## src/rtl/rva_pkg.sv

```systemverilog
// Package for the axis-angle vector rotation unit.
// Holds the item and rotator state types, pipeline constants and the
// arctangent table; used by every module in rtl/.
package rva_pkg;

    // Rotator depth, capped at the length of the arctangent table
    localparam int CORDIC_STAGES = 16;
    localparam int ATAN_ENTRIES  = 24;
    localparam int CORDIC_CELLS  = (CORDIC_STAGES > ATAN_ENTRIES) ? ATAN_ENTRIES
                                                                  : CORDIC_STAGES;

    // Gain-compensated start value of x, Q2.30
    localparam logic signed [33:0] CORDIC_START = 34'sd652032874;

    // Rotator working width (Q2.30 with headroom) and stage index width
    localparam int CW = 34;
    localparam int IW = 5;

    // One input item as carried along the pipeline
    typedef struct packed {
        logic signed [31:0] vec_x;
        logic signed [31:0] vec_y;
        logic signed [31:0] vec_z;
        logic signed [15:0] axis_x;
        logic signed [15:0] axis_y;
        logic signed [15:0] axis_z;
    } item_t;

    // Rotator state handed from cell to cell
    typedef struct packed {
        logic signed [CW-1:0] x;
        logic signed [CW-1:0] y;
        logic signed [CW-1:0] z;
        logic                 flip;
    } cord_t;

    // One result item
    typedef struct packed {
        logic signed [31:0] rot_z;
        logic signed [31:0] rot_y;
        logic signed [31:0] rot_x;
    } result_t;

    // Arctangent of 2^-idx, 2^32 = one turn
    function automatic logic [29:0] atan_turns(input logic [IW-1:0] idx);
        logic [29:0] val;
        case (idx)
            5'd0:    val = 30'd536870912;
            5'd1:    val = 30'd316933406;
            5'd2:    val = 30'd167458907;
            5'd3:    val = 30'd85004756;
            5'd4:    val = 30'd42667331;
            5'd5:    val = 30'd21354465;
            5'd6:    val = 30'd10680862;
            5'd7:    val = 30'd5340245;
            5'd8:    val = 30'd2670163;
            5'd9:    val = 30'd1335087;
            5'd10:   val = 30'd667544;
            5'd11:   val = 30'd333772;
            5'd12:   val = 30'd166886;
            5'd13:   val = 30'd83443;
            5'd14:   val = 30'd41722;
            5'd15:   val = 30'd20861;
            5'd16:   val = 30'd10430;
            5'd17:   val = 30'd5215;
            5'd18:   val = 30'd2608;
            5'd19:   val = 30'd1304;
            5'd20:   val = 30'd652;
            5'd21:   val = 30'd326;
            5'd22:   val = 30'd163;
            5'd23:   val = 30'd81;
            default: val = 30'd0;
        endcase
        return val;
    endfunction

endpackage

```

## src/rtl/rva_cordic_cell.sv

```systemverilog
// One rotation cell of the sine/cosine chain.
// Depends on rva_pkg for the state types and the arctangent table.
module rva_cordic_cell import rva_pkg::*; (
    input  logic          aclk,
    input  logic          aresetn,
    input  logic          en,
    input  logic [IW-1:0] stage_idx,
    input  logic          in_valid,
    input  cord_t         cord_in,
    input  item_t         item_in,
    output logic          out_valid,
    output cord_t         cord_out,
    output item_t         item_out
);

    logic                 out_valid_reg;
    cord_t                cord_reg, cord_next;
    item_t                item_reg;
    logic signed [CW-1:0] x, y, z, dx, dy, at;

    // Rotate toward zero residual angle by one micro-step
    always_comb begin
        x  = cord_in.x;
        y  = cord_in.y;
        z  = cord_in.z;
        dx = y >>> stage_idx;
        dy = x >>> stage_idx;
        at = $signed({{(CW-30){1'b0}}, atan_turns(stage_idx)});
        cord_next.flip = cord_in.flip;
        if (z >= 0) begin
            cord_next.x = x - dx;
            cord_next.y = y + dy;
            cord_next.z = z - at;
        end else begin
            cord_next.x = x + dx;
            cord_next.y = y - dy;
            cord_next.z = z + at;
        end
    end

    // Advance when the pipeline is not frozen
    always_ff @(posedge aclk) begin
        if (!aresetn) begin
            out_valid_reg <= 1'b0;
        end else if (en) begin
            out_valid_reg <= in_valid;
            cord_reg      <= cord_next;
            item_reg      <= item_in;
        end
    end

    assign out_valid = out_valid_reg;
    assign cord_out  = cord_reg;
    assign item_out  = item_reg;

endmodule

```

## config.mk

```make
export PLATFORM = sky130hd
export DESIGN_NAME = rva_cordic_cell
export DESIGN_NICKNAME = d
export VERILOG_FILES = /design/src/rtl/rva_pkg.sv /design/src/rtl/rva_cordic_cell.sv
export SDC_FILE = /design/constraint.sdc
export NUM_CORES = 1
export LEC_CHECK = 0
export ABC_AREA = 1
export BUFFER_PORTS_ARGS = -buffer_cell sky130_fd_sc_hd__buf_2
export CORE_AREA = 2 2 198 200
export CTS_CLUSTER_SIZE = 12
export DETAILED_ROUTE_END_ITERATION = 12
export DIE_AREA = 0 0 200 202
export PLACE_DENSITY_LB_ADDON = 0.3
export SLEW_MARGIN = 20
export SYNTH_ARGS = -nofsm -noshare
export SYNTH_HDL_FRONTEND = slang
export SYNTH_SLANG_ARGS = --single-unit
```

## constraint.sdc

```tcl
create_clock -name aclk -period 7.6 [get_ports aclk]
set_clock_uncertainty 0.1 [all_clocks]
set_input_delay 1.52 -clock aclk [delete_from_list [all_inputs] [get_ports aclk]]
set_output_delay 1.52 -clock aclk [all_outputs]
set_load 0.02 [all_outputs]
```

* Word-level counts from Yosys, hierarchy flattened
Memories as Yosys holds them, arrays and structs flattened.
Cells that the tools add are included.
** Cells by class
- Shifts and indexed selects :: 2
- Add/sub/neg operators :: 6
- $lt $le $gt $ge :: 1
- Muxes and demuxes :: 1
- Reductions and logical operators :: 1
** Operators by type and width (number)
- 102-bit 2-to-1 mux :: 1
- 34-bit adder :: 2
- 34-bit by 5-bit >>> shifter with 34-bit output :: 2
- 34-bit subtractor :: 2
- 34-bit by 31-bit adder with 34-bit output :: 1
- 34-bit by 1-bit greater-or-equal comparator with 1-bit output, second input constant :: 1
- 34-bit by 31-bit subtractor with 34-bit output :: 1
- 2-bit AND reduction :: 1
** Storage, ports and cells
- Output and inout bits :: 248
- Word-level logic and storage cells :: 23
- Memories kept :: 1
- Memory bits (read-only) :: 960
- Input port bits :: 256
- Register bits after elaboration :: 248
** Memories
- (no name shown) :: depth 32, width 30, rd ports 1, clocked after memory_dff 0, wr ports 0, RTL line rva_pkg.sv:47 : case (idx)

* Depth between registers and ports, before layout
- Depth in word-level cells :: 3
- Depth in mapped cells :: 36
- Gate-level depth less buffers :: 33

* Least setup slack after synthesis
OpenSTA, ideal clock, no wires.
- Path kind :: input port to flip-flop
- Start point :: input aresetn
- End point :: register cord_reg, in the netlist cord_out[0], enable pin
- Setup time :: 0.598 ns
- Required time :: 6.902 ns
- Path buffers :: 0
- Arrival time :: 6.291 ns
- Stages :: 2
- Path slack :: 0.611 ns
- Cells stage by stage :: nand2_1 inv_1
** On the way
- Word-level cells in the longest chain between the ends :: 1
** RTL lines
- start, declared :: RTL line rva_cordic_cell.sv:5 : input logic aresetn,
- 2-bit AND reduction (no line)
- end signal, assigned :: RTL line rva_cordic_cell.sv:47 : cord_reg <= cord_next;
- end, declared :: RTL line rva_cordic_cell.sv:17 : cord_t cord_reg, cord_next;
Every way passes these cells.
A chain may end at the register's enable or synchronous reset.

==> flow_summary.ini <==
[clock_network]
clock_path_buffers = 3
clk-insertion-delay-late_ns = 0.57
ctsRootBufferMaster = clkbuf_16
cts_tree = built
number_of_h_tree_branching_levels = 1
clk_transition_reported_paths_ns = 0.06
ctsResizeCount = 0
cts_buffers = 27
cts_hold_buffers = 0
clock_sinks = 248
post_cts.repair.setup_buffers = 0

[sta]
timing.final.ws_setup_ns = 1.28
relSlewSlack_pct = 37.8
finalHoldViolations = 0
grt_setup_unrepaired = false
final.period_utilization_pct = 83.2
setup_viol = 0
slew_viol_final = 0
worst_pin_slew_ns = 0.933
fin_tns_setup_ns = 0
max_clock_freq_mhz = 158
minimum_period_implied_by_the_final_worst_setup_slack_ns = 6.32

[logic_synthesis]
syn_area_per_cell_um2 = 7.53
synth.distinct_cells = 50
synth_fa_ha_area_share_pct = 7.34
main_combinational_cell_family_by_area_after_synthesis = simple AND/OR/NAND/NOR gates
synth_compound_gate_area_share_pct = 9.11
synth_xor_xnor_area_share_pct = 7.57
yosys-mux-area-fraction_pct = 0
mappedNetlistArea_mm2 = 0.0196
post_synthesis_sequential_area_ratio_pct = 38.0
synth_enable_flop_cells = 247
yosys_warnings = 0
synth_ff_type = edfxtp_1
asyncSetResetFlopFracSynth_pct = 0
syn_nets = 2967
yosys_register_bits = 248
synth_simple_gate_area_share_pct = 31.7
synth_cells = 2598

[floorplan]
die_height_um = 202
std_cell_rows = 72
core_area_mm2 = 0.0383
top_level_ports = 504
die-area_mm2 = 0.0404
die_w_um = 200
floorplan.initialDensity_pct = 51.1

[power]
ir_worst_vdd_v = 0.000176
power_density_of_the_placed_cells_mw_per_mm2 = 215
static-leakage-power_uw = 0.0112

[detailed_routing]
vias = 20334
final_antenna_net_count = 0
dr.first_iter.drc_count = 1921
remaining_drc_errors = 0
drt_pre_antenna_iters = 6
vias_per_cell = 5.62
post_drt_wl_per_cell_um = 20.1
postRouteWirelength_um = 72800

[placement]
post-dp-hpwl_um = 58500
preCtsSetupSlack_ns = 0.772
port_buffers = 503
finalWeightedCongestion = 0.998
placed_cells = 3559
placedInstanceArea_mm2 = 0.0225

[global_routing]
grt_max_degree = 171
grt_pass1_wl_um = 109000
met1_demand_to_capacity_share_in_global_routing_pct = 47.0
busiest_layer = met2
antenna_found_initial = 12
first_global_vias = 19406
globalRouteMet2Util_pct = 55.9
grt_overflow_total = 0
met3_usage_pct = 6.99
grtUsageTotal_pct = 35.1

[worst_setup_path]
highest_fanout_seen_on_the_critical_path = 37
worst-endpoint-arrival_ns = 6.53
critical_path_startpoint_category = primary input
worst-endpoint-required_ns = 7.81
timing.setup.critical_path_class = primary input to flip-flop
timing.critical_path.to_type = flip-flop
startpoint = stage_idx[1]
rr_startpoint = out_valid$_SDFFE_PN0P_
cpPeakStageDelay_ns = 0.49
worst_path_max_delay_cell = inv_2

[finish]
seqCellArea_mm2 = 0.00744
multiInputGateArea_mm2 = 0.0109
final_layout_size_suffix_gt1_share_pct = 20.5
fillerInstances = 3521
final_core_util_pct = 61.0
flow.area_growth_from_synthesis_pct = 19.5
final_cell_mix = nand2_1 (802), buf_2 (503), nand3_1 (365), edfxtp_1 (247), nor2_1 (196)
final_common_cell = nand2_1
post_layout_nonfiller_instances = 3618
stdcell_area_mm2 = 0.0234
flip_flop_count_of_the_largest_register_after_layout = 144
fin_nets = 3439

[hold_path]
min-delay-path-class = flip-flop to flip-flop
hp-start = out_valid$_SDFFE_PN0P_

[run_status]
outcome = complete, no violations

[run]
maxCapViolations = 0
## cell usage after synthesis (all sizes together) (4+ instances only)
cell type / number / area, µm²
nor3: 13 / 76.3
nand2: 818 / 3120
nand4: 24 / 150
xnor2: 48 / 420
inv: 206 / 773
buf: 63 / 359
ha: 110 / 1380
or2: 6 / 37.5
xor2: 121 / 1060
nand3: 371 / 1890
o21ai: 104 / 524
edfxtp: 247 / 7420
clkbuf: 21 / 78.8
a21oi: 146 / 734
nor2: 218 / 886
o21a: 6 / 45.0
a211oi: 4 / 30.0
o211ai: 12 / 90.1
a31oi: 19 / 134
a21o: 13 / 97.6
## power breakdown
part | switching, µW | internal [µW] | leakage, µW | total (µW)
clock | 555 | 733 | 0.000410 | 1290
combinational | 1320 | 645 | 0.00850 | 1960
sequential | 37.7 | 1730 | 0.00233 | 1770
total | 1910 | 3110 | 0.0112 | 5020
## final timing paths
path	cells after the start	slack, ns	end
hold / removal	2	0.49	out_valid$_SDFFE_PN0P_
hold reg to reg	2	0.49	out_valid$_SDFFE_PN0P_
setup / recovery	27	1.28	cord_out[96]$_DFFE_PP_
setup reg to reg	2	6.83	out_valid$_SDFFE_PN0P_
## layer usage
layer  vias up  wire length (µm)
met3       148              6560
met2       959             33500
met1      9497             30200
li1       9724                 -
met4         6              2400
met5         -                41
## logic make-up after synthesis
family	after synthesis
adder cells (fa/ha/maj)	113
flip-flops	248
XOR/XNOR	169
buffers and inverters	291
AND/OR/NAND/NOR	1458
AO/OA/AOI/OAI	319
## final cells by class
cell class                      count  area share, %
Inverter                          207           3.36
Tap cell                          518           2.77
Sequential cell                   248           31.8
Antenna cell                        9         0.0964
Clock inverter                      9          0.385
Timing Repair Buffer              527           11.6
Multi-Input combinational cell   2059           46.7
Clock buffer                       41           3.29
## critical path, delay by kind of cell
kind | cells | cell delay [ns]
buffers and inverters | 5 | 1.21
adders and majority gates | 2 | 0.52
xor gates and xnor gates | 2 | 0.29
AOI/OAI and AO/OA | 3 | 0.58
and+or+nand+nor | 15 | 2.38
## through the flow
stage | hold WS [ns] | total power (µW)
2_1_floorplan | 0.506 | 3140
6_report | 0.493 | 5020
5_1_grt | 0.525 | 5290
4_1_cts | 0.486 | 5020
3_3_place_gp | 0.423 | 3700
3_5_place_dp | 0.454 | 3720
Power figures use the tool's default switching activity.
